<file path="config.mk">
export PLATFORM = sky130hd
export DESIGN_NAME = load_cell_adc_serial_reader_flat
export DESIGN_NICKNAME = d
export VERILOG_FILES = /design/src/sv/lcsr_pkg.sv /design/src/sv/lcsr_tick_if.sv /design/src/sv/lcsr_result_if.sv /design/src/sv/load_cell_adc_serial_reader.sv /design/src/sv/lcsr_ctrl.sv /design/src/sv/lcsr_dpath.sv /design/src/flat_wrapper.sv
export SDC_FILE = /design/constraint.sdc
export NUM_CORES = 1
export LEC_CHECK = 0
export ABC_AREA = 1
export ABC_CLOCK_PERIOD_IN_PS = 4100
export BUFFER_PORTS_ARGS = -buffer_cell sky130_fd_sc_hd__clkbuf_2
export CORE_ASPECT_RATIO = 2
export CORE_MARGIN = 2
export CORE_UTILIZATION = 31
export DETAILED_ROUTE_END_ITERATION = 10
export PLACE_DENSITY = 0.45
export SYNTH_ARGS = -nofsm -noshare
export SYNTH_HDL_FRONTEND = slang
export SYNTH_SLANG_ARGS = --single-unit
export TNS_END_PERCENT = 1
</file>
<file path="constraint.sdc">
create_clock -name clk -period 4.1 [get_ports clk]
set_clock_uncertainty 0.15 [all_clocks]
set_input_delay 0.82 -clock clk [delete_from_list [all_inputs] [get_ports clk]]
set_output_delay 0.82 -clock clk [all_outputs]
set_load 0.01 [all_outputs]
</file>
<file path="src/sv/lcsr_pkg.sv">
`timescale 1ns / 1ps

package lcsr_pkg;

    localparam int DATA_BITS = 24;
    localparam int TICK_W    = 24;
    localparam int COUNT_W   = 8;
    localparam int HALF_W    = 16;
    localparam int GAIN_W    = 2;
    localparam int SUM_W     = 32;
    localparam int BIT_W     = 5;
    localparam int STEP_W    = 5;
    localparam int INDEX_W   = 3;

    localparam logic [1:0] KIND_MEASURE = 2'd1;
    localparam logic [1:0] KIND_TARE    = 2'd2;

    localparam logic [INDEX_W-1:0] REG_GAIN    = 3'd0;
    localparam logic [INDEX_W-1:0] REG_COUNT   = 3'd1;
    localparam logic [INDEX_W-1:0] REG_HALF    = 3'd2;
    localparam logic [INDEX_W-1:0] REG_GAP     = 3'd3;
    localparam logic [INDEX_W-1:0] REG_TIMEOUT = 3'd4;

    localparam logic [GAIN_W-1:0]  GAIN_RST    = 2'd0;
    localparam logic [GAIN_W-1:0]  GAIN_NONE   = 2'd3;
    localparam logic [COUNT_W-1:0] COUNT_RST   = 8'd1;
    localparam logic [HALF_W-1:0]  HALF_RST    = 16'd1;
    localparam logic [TICK_W-1:0]  GAP_RST     = 24'd0;
    localparam logic [TICK_W-1:0]  TIMEOUT_RST = 24'd10000;

    typedef enum logic [2:0] {
        PH_IDLE,
        PH_WAIT,
        PH_HIGH,
        PH_LOW,
        PH_PAUSE,
        PH_GAP
    } phase_t;

    typedef enum logic [1:0] {
        C_RUN,
        C_DIV_LOAD,
        C_DIV,
        C_FINISH
    } ctrl_state_t;

    typedef struct packed {
        logic [1:0] kind;
        logic       data_pin;
    } tick_t;

    typedef struct packed {
        logic                 clock_pin;
        logic                 busy_res;
        logic                 done_res;
        logic [DATA_BITS-1:0] average;
        logic                 was_tare;
        logic [DATA_BITS-1:0] tare_offset;
    } result_t;

    typedef struct packed {
        logic tick_clear;
        logic tick_inc;
        logic bit_clear;
        logic bit_inc;
        logic shift_clear;
        logic shift_in;
        logic op_start;
        logic op_tare;
        logic accumulate;
        logic div_load;
        logic div_step;
        logic finish;
        logic load_out;
        logic out_clock;
        logic out_busy;
    } cmd_t;

    typedef struct packed {
        logic timeout_hit;
        logic half_hit;
        logic gap_hit;
        logic gap_zero;
        logic bit_lt_data;
        logic next_lt_data;
        logic next_eq_data;
        logic next_lt_total;
        logic bit_lt_total;
        logic fin_count_hit;
        logic gap_count_hit;
        logic div_last;
        logic out_free;
    } status_t;

endpackage

</file>
<file path="src/sv/lcsr_tick_if.sv">
`timescale 1ns / 1ps

interface lcsr_tick_if import lcsr_pkg::*; ();
    logic  valid;
    logic  ready;
    tick_t data;

    modport source (output valid, output data, input ready);
    modport sink (input valid, input data, output ready);
endinterface

</file>
<file path="src/sv/lcsr_result_if.sv">
`timescale 1ns / 1ps

interface lcsr_result_if import lcsr_pkg::*; ();
    logic    valid;
    logic    ready;
    result_t data;

    modport source (output valid, output data, input ready);
    modport sink (input valid, input data, output ready);
endinterface

</file>
<file path="src/sv/load_cell_adc_serial_reader.sv">
// A tick that does not complete an average has its result registered in the cycle after its transfer.
// Throughput: such ticks are taken one per cycle while the result side keeps up.
// A tick that completes an average goes through the divider load, divide and finish states,
// where the shift-subtract divider produces one quotient bit per cycle over the 32-bit sum.
// Reset: rst_n low clears all control state at once and restores the register defaults.
`timescale 1ns / 1ps

module load_cell_adc_serial_reader import lcsr_pkg::*; (
    input  logic               clk,
    input  logic               rst_n,
    input  logic               write_en,
    input  logic [INDEX_W-1:0] write_index,
    input  logic [TICK_W-1:0]  write_data,
    lcsr_tick_if.sink          tick,
    lcsr_result_if.source      result
);

    cmd_t    cmd;
    status_t status;

    lcsr_ctrl u_ctrl (
        .clk        (clk),
        .rst_n      (rst_n),
        .tick_valid (tick.valid),
        .tick_ready (tick.ready),
        .tick_data  (tick.data),
        .status     (status),
        .cmd        (cmd)
    );

    lcsr_dpath u_dpath (
        .clk         (clk),
        .rst_n       (rst_n),
        .write_en    (write_en),
        .write_index (write_index),
        .write_data  (write_data),
        .data_pin    (tick.data.data_pin),
        .cmd         (cmd),
        .status      (status),
        .result      (result)
    );

endmodule

</file>
<file path="src/sv/lcsr_ctrl.sv">
`timescale 1ns / 1ps

module lcsr_ctrl import lcsr_pkg::*; (
    input  logic    clk,
    input  logic    rst_n,
    input  logic    tick_valid,
    output logic    tick_ready,
    input  tick_t   tick_data,
    input  status_t status,
    output cmd_t    cmd
);

    ctrl_state_t state_reg;
    ctrl_state_t state_next;
    phase_t      phase_reg;
    phase_t      phase_next;
    logic        op_done;
    logic        finish_rd;
    logic        gap_end;

    always_ff @(posedge clk or negedge rst_n)
    begin
        if (!rst_n)
        begin
            state_reg <= C_RUN;
            phase_reg <= PH_IDLE;
        end
        else
        begin
            state_reg <= state_next;
            phase_reg <= phase_next;
        end
    end

    always_comb
    begin
        cmd        = '0;
        state_next = state_reg;
        phase_next = phase_reg;
        tick_ready = 1'b0;
        op_done    = 1'b0;
        finish_rd  = 1'b0;
        gap_end    = 1'b0;

        case (state_reg)
            C_RUN:
            begin
                tick_ready = status.out_free;
                if (tick_valid && status.out_free)
                begin
                    case (phase_reg)
                        PH_IDLE:
                        begin
                            if (tick_data.kind == KIND_MEASURE || tick_data.kind == KIND_TARE)
                            begin
                                cmd.op_start   = 1'b1;
                                cmd.op_tare    = (tick_data.kind == KIND_TARE);
                                cmd.tick_clear = 1'b1;
                                phase_next     = PH_WAIT;
                            end
                        end
                        PH_WAIT:
                        begin
                            if (!tick_data.data_pin || status.timeout_hit)
                            begin
                                cmd.bit_clear   = 1'b1;
                                cmd.shift_clear = 1'b1;
                                cmd.tick_clear  = 1'b1;
                                phase_next      = PH_HIGH;
                            end
                            else
                            begin
                                cmd.tick_inc = 1'b1;
                            end
                        end
                        PH_HIGH:
                        begin
                            cmd.out_clock = 1'b1;
                            if (status.half_hit)
                            begin
                                cmd.shift_in   = status.bit_lt_data;
                                cmd.tick_clear = 1'b1;
                                phase_next     = PH_LOW;
                            end
                            else
                            begin
                                cmd.tick_inc = 1'b1;
                            end
                        end
                        PH_LOW:
                        begin
                            if (status.half_hit)
                            begin
                                cmd.bit_inc    = 1'b1;
                                cmd.tick_clear = 1'b1;
                                if (status.next_lt_data)
                                begin
                                    phase_next = PH_HIGH;
                                end
                                else if (status.next_eq_data || status.next_lt_total)
                                begin
                                    phase_next = PH_PAUSE;
                                end
                                else
                                begin
                                    finish_rd = 1'b1;
                                end
                            end
                            else
                            begin
                                cmd.tick_inc = 1'b1;
                            end
                        end
                        PH_PAUSE:
                        begin
                            if (status.half_hit)
                            begin
                                cmd.tick_clear = 1'b1;
                                if (status.bit_lt_total)
                                begin
                                    phase_next = PH_HIGH;
                                end
                                else
                                begin
                                    finish_rd = 1'b1;
                                end
                            end
                            else
                            begin
                                cmd.tick_inc = 1'b1;
                            end
                        end
                        PH_GAP:
                        begin
                            if (status.gap_hit)
                            begin
                                gap_end = 1'b1;
                            end
                            else
                            begin
                                cmd.tick_inc = 1'b1;
                            end
                        end
                        default:
                        begin
                            phase_next = PH_IDLE;
                        end
                    endcase

                    if (finish_rd)
                    begin
                        cmd.accumulate = 1'b1;
                        cmd.tick_clear = 1'b1;
                        if (!status.gap_zero)
                        begin
                            phase_next = PH_GAP;
                        end
                        else if (status.fin_count_hit)
                        begin
                            op_done    = 1'b1;
                            phase_next = PH_IDLE;
                        end
                        else
                        begin
                            phase_next = PH_WAIT;
                        end
                    end

                    if (gap_end)
                    begin
                        if (status.gap_count_hit)
                        begin
                            op_done    = 1'b1;
                            phase_next = PH_IDLE;
                        end
                        else
                        begin
                            cmd.tick_clear = 1'b1;
                            phase_next     = PH_WAIT;
                        end
                    end

                    if (op_done)
                    begin
                        state_next = C_DIV_LOAD;
                    end
                    else
                    begin
                        cmd.load_out = 1'b1;
                        cmd.out_busy = (phase_next != PH_IDLE);
                    end
                end
            end
            C_DIV_LOAD:
            begin
                cmd.div_load = 1'b1;
                state_next   = C_DIV;
            end
            C_DIV:
            begin
                cmd.div_step = 1'b1;
                if (status.div_last)
                begin
                    state_next = C_FINISH;
                end
            end
            C_FINISH:
            begin
                cmd.finish = 1'b1;
                state_next = C_RUN;
            end
            default:
            begin
                state_next = C_RUN;
            end
        endcase
    end

endmodule

</file>
<file path="src/sv/lcsr_dpath.sv">
`timescale 1ns / 1ps

module lcsr_dpath import lcsr_pkg::*; (
    input  logic                 clk,
    input  logic                 rst_n,
    input  logic                 write_en,
    input  logic [INDEX_W-1:0]   write_index,
    input  logic [TICK_W-1:0]    write_data,
    input  logic                 data_pin,
    input  cmd_t                 cmd,
    output status_t              status,
    lcsr_result_if.source        result
);

    logic [GAIN_W-1:0]    gain_reg;
    logic [COUNT_W-1:0]   count_reg;
    logic [HALF_W-1:0]    half_reg;
    logic [TICK_W-1:0]    gap_reg;
    logic [TICK_W-1:0]    timeout_reg;

    logic [TICK_W-1:0]    tick_reg;
    logic [BIT_W-1:0]     bit_reg;
    logic [DATA_BITS-1:0] shift_reg;
    logic [COUNT_W-1:0]   readings_reg;
    logic [SUM_W-1:0]     sum_reg;
    logic                 tare_reg;
    logic [DATA_BITS-1:0] offset_reg;

    logic [SUM_W-1:0]     quo_reg;
    logic [COUNT_W-1:0]   rem_reg;
    logic [COUNT_W-1:0]   divisor_reg;
    logic [STEP_W-1:0]    step_reg;

    logic                 out_valid_reg;
    result_t              out_reg;

    logic [TICK_W-1:0]    tick_next;
    logic [BIT_W-1:0]     bit_next;
    logic [BIT_W-1:0]     total_pulses;
    logic [GAIN_W-1:0]    extra_pulses;
    logic [COUNT_W-1:0]   count_eff;
    logic [COUNT_W-1:0]   readings_next;
    logic [DATA_BITS-1:0] magnitude;
    logic [COUNT_W:0]     trial;
    logic                 trial_ge;
    logic [DATA_BITS-1:0] quotient;

    assign tick_next     = tick_reg + 1'b1;
    assign bit_next      = bit_reg + 1'b1;
    assign extra_pulses  = (gain_reg == GAIN_NONE) ? '0 : gain_reg + 1'b1;
    assign total_pulses  = BIT_W'(DATA_BITS) + BIT_W'(extra_pulses);
    assign count_eff     = (count_reg == '0) ? COUNT_W'(1) : count_reg;
    assign readings_next = readings_reg + 1'b1;
    assign magnitude     = shift_reg[DATA_BITS-1] ? (~shift_reg + 1'b1) : shift_reg;
    assign trial         = {rem_reg, quo_reg[SUM_W-1]};
    assign trial_ge      = (trial >= {1'b0, divisor_reg});
    assign quotient      = quo_reg[DATA_BITS-1:0];

    always_comb
    begin
        status.timeout_hit   = (tick_reg >= timeout_reg);
        status.half_hit      = (tick_next >= TICK_W'(half_reg));
        status.gap_hit       = (tick_next >= gap_reg);
        status.gap_zero      = (gap_reg == '0);
        status.bit_lt_data   = (bit_reg < BIT_W'(DATA_BITS));
        status.next_lt_data  = (bit_next < BIT_W'(DATA_BITS));
        status.next_eq_data  = (bit_next == BIT_W'(DATA_BITS));
        status.next_lt_total = (bit_next < total_pulses);
        status.bit_lt_total  = (bit_reg < total_pulses);
        status.fin_count_hit = (readings_next >= count_eff);
        status.gap_count_hit = (readings_reg >= count_eff);
        status.div_last      = (step_reg == '1);
        status.out_free      = !out_valid_reg || result.ready;
    end

    always_ff @(posedge clk or negedge rst_n)
    begin
        if (!rst_n)
        begin
            gain_reg    <= GAIN_RST;
            count_reg   <= COUNT_RST;
            half_reg    <= HALF_RST;
            gap_reg     <= GAP_RST;
            timeout_reg <= TIMEOUT_RST;
        end
        else if (write_en)
        begin
            case (write_index)
                REG_GAIN:    gain_reg    <= write_data[GAIN_W-1:0];
                REG_COUNT:   count_reg   <= write_data[COUNT_W-1:0];
                REG_HALF:    half_reg    <= write_data[HALF_W-1:0];
                REG_GAP:     gap_reg     <= write_data;
                REG_TIMEOUT: timeout_reg <= write_data;
                default:     ;
            endcase
        end
    end

    always_ff @(posedge clk or negedge rst_n)
    begin
        if (!rst_n)
        begin
            tick_reg     <= '0;
            bit_reg      <= '0;
            shift_reg    <= '0;
            readings_reg <= '0;
            sum_reg      <= '0;
            tare_reg     <= 1'b0;
            offset_reg   <= '0;
            step_reg     <= '0;
        end
        else
        begin
            if (cmd.tick_clear)
            begin
                tick_reg <= '0;
            end
            else if (cmd.tick_inc)
            begin
                tick_reg <= tick_next;
            end

            if (cmd.bit_clear)
            begin
                bit_reg <= '0;
            end
            else if (cmd.bit_inc)
            begin
                bit_reg <= bit_next;
            end

            if (cmd.shift_clear)
            begin
                shift_reg <= '0;
            end
            else if (cmd.shift_in)
            begin
                shift_reg <= {shift_reg[DATA_BITS-2:0], data_pin};
            end

            if (cmd.op_start)
            begin
                readings_reg <= '0;
                sum_reg      <= '0;
                tare_reg     <= cmd.op_tare;
            end
            else if (cmd.accumulate)
            begin
                readings_reg <= readings_next;
                sum_reg      <= sum_reg + SUM_W'(magnitude);
            end

            if (cmd.div_load)
            begin
                step_reg <= '0;
            end
            else if (cmd.div_step)
            begin
                step_reg <= step_reg + 1'b1;
            end

            if (cmd.finish && tare_reg)
            begin
                offset_reg <= quotient;
            end
        end
    end

    // Restoring division, one quotient bit per cycle.
    always_ff @(posedge clk)
    begin
        if (cmd.div_load)
        begin
            quo_reg     <= sum_reg;
            rem_reg     <= '0;
            divisor_reg <= (readings_reg == '0) ? COUNT_W'(1) : readings_reg;
        end
        else if (cmd.div_step)
        begin
            quo_reg <= {quo_reg[SUM_W-2:0], trial_ge};
            rem_reg <= trial_ge ? COUNT_W'(trial - {1'b0, divisor_reg}) : trial[COUNT_W-1:0];
        end
    end

    always_ff @(posedge clk or negedge rst_n)
    begin
        if (!rst_n)
        begin
            out_valid_reg <= 1'b0;
        end
        else if (cmd.load_out || cmd.finish)
        begin
            out_valid_reg <= 1'b1;
        end
        else if (result.ready)
        begin
            out_valid_reg <= 1'b0;
        end
    end

    always_ff @(posedge clk)
    begin
        if (cmd.finish)
        begin
            out_reg.clock_pin   <= 1'b0;
            out_reg.busy_res    <= 1'b0;
            out_reg.done_res    <= 1'b1;
            out_reg.average     <= quotient;
            out_reg.was_tare    <= tare_reg;
            out_reg.tare_offset <= tare_reg ? quotient : offset_reg;
        end
        else if (cmd.load_out)
        begin
            out_reg.clock_pin   <= cmd.out_clock;
            out_reg.busy_res    <= cmd.out_busy;
            out_reg.done_res    <= 1'b0;
            out_reg.average     <= '0;
            out_reg.was_tare    <= 1'b0;
            out_reg.tare_offset <= offset_reg;
        end
    end

    assign result.valid = out_valid_reg;
    assign result.data  = out_reg;

endmodule

</file>
<file path="src/flat_wrapper.sv">
// flat-port wrapper written by rule: the top's interface ports become plain ports
module load_cell_adc_serial_reader_flat import lcsr_pkg::*;
  (clk, rst_n, write_en, write_index, write_data, tick_valid, tick_data, tick_ready, result_valid, result_data, result_ready);
  lcsr_tick_if tick_i ();
  lcsr_result_if result_i ();
  input  logic clk;
  input  logic rst_n;
  input  logic write_en;
  input  logic [INDEX_W-1:0] write_index;
  input  logic [TICK_W-1:0] write_data;
  input wire logic [$bits(tick_i.valid)-1:0] tick_valid;
  input wire logic [$bits(tick_i.data)-1:0] tick_data;
  output wire logic [$bits(tick_i.ready)-1:0] tick_ready;
  output wire logic [$bits(result_i.valid)-1:0] result_valid;
  output wire logic [$bits(result_i.data)-1:0] result_data;
  input wire logic [$bits(result_i.ready)-1:0] result_ready;
  assign tick_i.valid = tick_valid;
  assign tick_i.data = tick_data;
  assign tick_ready = tick_i.ready;
  assign result_valid = result_i.valid;
  assign result_data = result_i.data;
  assign result_i.ready = result_ready;
  load_cell_adc_serial_reader u_core (.clk(clk), .rst_n(rst_n), .write_en(write_en), .write_index(write_index), .write_data(write_data), .tick(tick_i), .result(result_i));
endmodule
</file>
==> run summary <==
The sum of negative setup slack came out at -0.0450 ns. At the worst endpoint, the required time is 4.42 ns. Setup repair after global routing could not meet its margin everywhere. The number of flip-flops in the largest register came out at 52.

The number of setup violations in the final report is 3. Once routing completed, OpenROAD measured the worst setup slack at -0.0331 ns. The die covers 0.0570 mm^2. The maximum number of pins on one net before global-route repair is 82. The placed cell count is between 2000 and 3000.

The top-level port count came out at approximately 90. The detailed-route wire length on metal 1 came out at approximately 16 mm. Using the TritonRoute via totals, the vias-per-cell ratio works out to approximately 4.7.

The number of placement rows came out at 121. The number of slew-limit violations in the final report came to 0. Counting instances in the post-synthesis netlist gives the leading cell types as nand2_1 (433), inv_1 (311), o21ai_0 (257).

The worst hold path belongs to the class in2async. VDD sags by at most slightly below 400 uV. The cts-stage hold buffer count is 0. The flow ran to the end, but the final reports show violations. Buffers inserted during clock tree synthesis total 30. In this run, synthesis produced a sequential element count of between 300 and 400. The number of global-route vias before repair came out at 14100.

The total standard cell area after synthesis came out at ~0.017 mm^2. The critical path crosses 29 cells after its start point. After clock tree synthesis, the clock-pin slew on the worst setup and hold paths is 0.07 ns. In this run the tightest slew margin relative to its limit is 0.276.

The power per standard cell area is 750 mW/mm^2. The gate count after technology mapping is about 2000. The global-route wire length before repair is 73.9 mm. The highest routing layer actually used is met4. The core region area came out at 0.0544 mm^2. From synthesis to final layout, the design area changed by 17.8%. The detail route stage leaves a number of antenna-violating nets equal to 0.

The max-capacitance violation count came out at 0. The area after detailed placement is roughly 0.019 mm^2. The vertical die dimension came out at roughly 340 um. The synthesized design spends more area on one cell type than any other, namely dfrtp_1. The post-layout instance area is 0.0201 mm^2.

The final routed wirelength across all metal layers came out at approximately 47 mm. The global placement routability congestion is ~0.86. Of the cells placed in the final design, the portion with a size suffix greater than 1 is 0.140. The average footprint of a synthesized cell came out at 8.38 um^2. Summed over all cells, the static leakage comes to 9.75 nW. For this run, the slowest stage of the critical path takes 0.39 ns. The number of enable flip-flop cells after synthesis came out at 89. In the final design database the tool counted 2348 nets.

The count of TritonRoute iterations in the first routing pass came out at 4. Before CTS, the worst setup slack after placement is -0.151 ns. The leading register cell type out of synthesis is dfrtp_1.

The number of buffers and inverters on the critical path came out at 6. Global routing finished with a remaining overflow of 0. The detailed route wirelength on metal2 is 27.2 mm. The deepest level of the CTS H-tree is 1. The slowest stage of the critical path is the dfrtp_1 cell.

For the pin with the worst max-slew slack, the measured transition is 1.08 ns. The post-detailed-route DRC marker count is 0. The final cell utilization of the core came out at 0.369.

The worst setup path is launched from a flop. The worst reg-to-reg path cell count came out at 29. Yosys instantiated no cell more often than nand2_1. The repair_antennas step left the layout with diodes totalling 0. The starting DRC count in detailed routing came out at ~600. The vias after detailed routing is 13700. The highest net fanout along the worst path is 3. The data arrival time of the critical path came out at about 4.5 ns.

The clock latency of the later-clocked register in the worst-skew pair is 0.59 ns. The maximum clock path buffer count came out at 3. The wire length per cell is 16.2 um. Grouping stages by cell kind, the critical path spends the most delay in simple AND/OR/NAND/NOR gates. The smallest clock period supported by the final layout is computed as 4.13 ns. The number of warnings issued by yosys is 0. Across every metal layer, demand over resource in global routing totals 0.166. The number of endpoints with negative hold slack in the final report is 0. The initial antenna violation count was 0. The share of synthesized area in the top cell type comes to 0.288. The CTS tree is built. The horizontal extent of the die is 170 um.

STA classifies the critical path endpoint as a flop. The number of standard cells in the final layout excluding fillers is 2884. The highest achievable clock rate came out at roughly 0.24 GHz. The portion of the clock cycle consumed by the worst path in the final layout came out at 1.01.

In the post-synthesis netlist, the biggest area contributors are dfrtp_1 (29%), edfxtp_1 (16%), nand2_1 (9.5%), ha_1 (9.3%), o21ai_0 (7.5%). Across all hold checks on the routed design, the worst slack comes to 0.0958 ns. The met3 layer wire length in the routed design is 1.05 mm.

Of the synthesized area, sequential elements account for 0.468. The number of nets produced by synthesis came out at 2196. The effective utilization at floorplan is 0.313. The number of buffers inserted by port buffering is 88. The critical path is of the reg2reg type.

The count of cell types in the netlist is 45. The final-layout fill cell count is 5654. The final reports fail on negative setup slack.

The design draws 15.0 mW. The HPWL reported at the end of detailed placement came out at roughly 36 mm. In this design, the critical path's most frequently occurring cell is nand2_1.

The async set or reset register ratio after synthesis came out at 0.670. The clock sink total is 303. The root buffer cell chosen for the clock tree is clkbuf_16.
cells in the final DEF, fill, tap and decap left out, types with 4 or more instances in the layout:
cell type / Yosys / layout
or2_2: 4 / 4
o21a_1: 7 / 7
clkbuf_2: 0 / 87
o21ai_1: 4 / 12
clkinv_1: 1 / 5
ha_1: 127 / 125
nand4_1: 22 / 22
nand2_2: 8 / 19
nor2_2: 7 / 12
nand3_2: 2 / 4
xnor2_1: 12 / 12
a21oi_1: 103 / 98
a31oi_1: 6 / 5
a21o_1: 11 / 11
xor2_1: 53 / 51
nor4_1: 14 / 10
nand2_1: 433 / 422
clkbuf_1: 46 / 6
dfrtp_1: 196 / 194
nor4_2: 0 / 4
inv_2: 2 / 6
inv_1: 311 / 307
nor3_1: 20 / 14
dfxtp_1: 11 / 11
o22ai_1: 34 / 34
dfstp_2: 7 / 7
clkbuf_16: 0 / 34
o21ai_0: 257 / 248
nand3b_1: 8 / 8
nor2_1: 113 / 108
nand3_1: 86 / 83
o21bai_1: 5 / 5
nor3_2: 0 / 5
buf_4: 5 / 87
edfxtp_1: 89 / 89
buf_12: 0 / 6
a21oi_2: 0 / 5
clkinv_2: 0 / 4
layer usage:
| metal | up-vias | track usage |
|---|---|---|
| li1 | 6990 | - |
| met4 | 0 | 0.0775 |
| met2 | 210 | 0.347 |
| met1 | 6402 | 0.156 |
| met3 | 95 | 0.0138 |
| met5 | - | 0 |
area by class of cell:
| cell class | instances | area (um^2) | area share |
|---|---|---|---|
| timing repair buffer | 182 | 1230 | 0.0615 |
| inverter | 314 | 1180 | 0.0587 |
| sequential | 303 | 7980 | 0.398 |
| multi-input combinational | 1353 | 7770 | 0.387 |
| clock inverter | 14 | 154 | 0.00767 |
| tap | 676 | 846 | 0.0422 |
| clock buffer | 42 | 901 | 0.0449 |
path summary, 6_finish.rpt:
path / slack, ns / end / startpoint
min: 0.1 / u_core.u_dpath.half_reg[6] / rst_n
min reg2reg: 0.30 / u_core.u_dpath.result.data[49] / u_core.u_dpath.result.data[49]
max: -0.03 / u_core.u_dpath.sum_reg[29] / u_core.u_dpath.shift_reg[0]
max in group asynchronous: 2.86 / u_core.u_dpath.offset_reg[19] / rst_n
max reg2reg: -0.03 / u_core.u_dpath.sum_reg[29] / u_core.u_dpath.shift_reg[0]
min in group clk: 0.30 / u_core.u_dpath.result.data[49] / u_core.u_dpath.result.data[49]
worst reg2reg max path: cells and delay by family (launching register included):
kind | cells | cell delay, ns
buffers and inverters | 6 | 0.55
DFF | 1 | 0.39
AOI/OAI and AO/OA | 4 | 0.50
adders and majority gates | 2 | 0.46
and+or+nand+nor | 16 | 1.80
xor gates and xnor gates | 1 | 0.17
report_power, final:
part / internal [mW] / total (mW) / switching [mW]
Sequential: 4.24 / 4.93 / 0.687
Combinational: 2.72 / 7.14 / 4.42
Clock: 1.73 / 2.98 / 1.25
cell families after synthesis:
logic type / after synthesis / share of synthesized area
compound gates: 436 / 0.137
xor+xnor: 65 / 0.0334
simple gates: 723 / 0.179
flops: 303 / 0.468
fa+ha+maj: 129 / 0.0956
buf+inv: 376 / 0.0864
repair_timing:
item | CTS | global route
endpoints found under the hold margin | 0 | 0
setup endpoints to repair | 5 | 149
resized for setup | 7 | 47
setup buffers | 0 | 6
pin swaps | 0 | 32
Power figures use the tool's default switching activity.
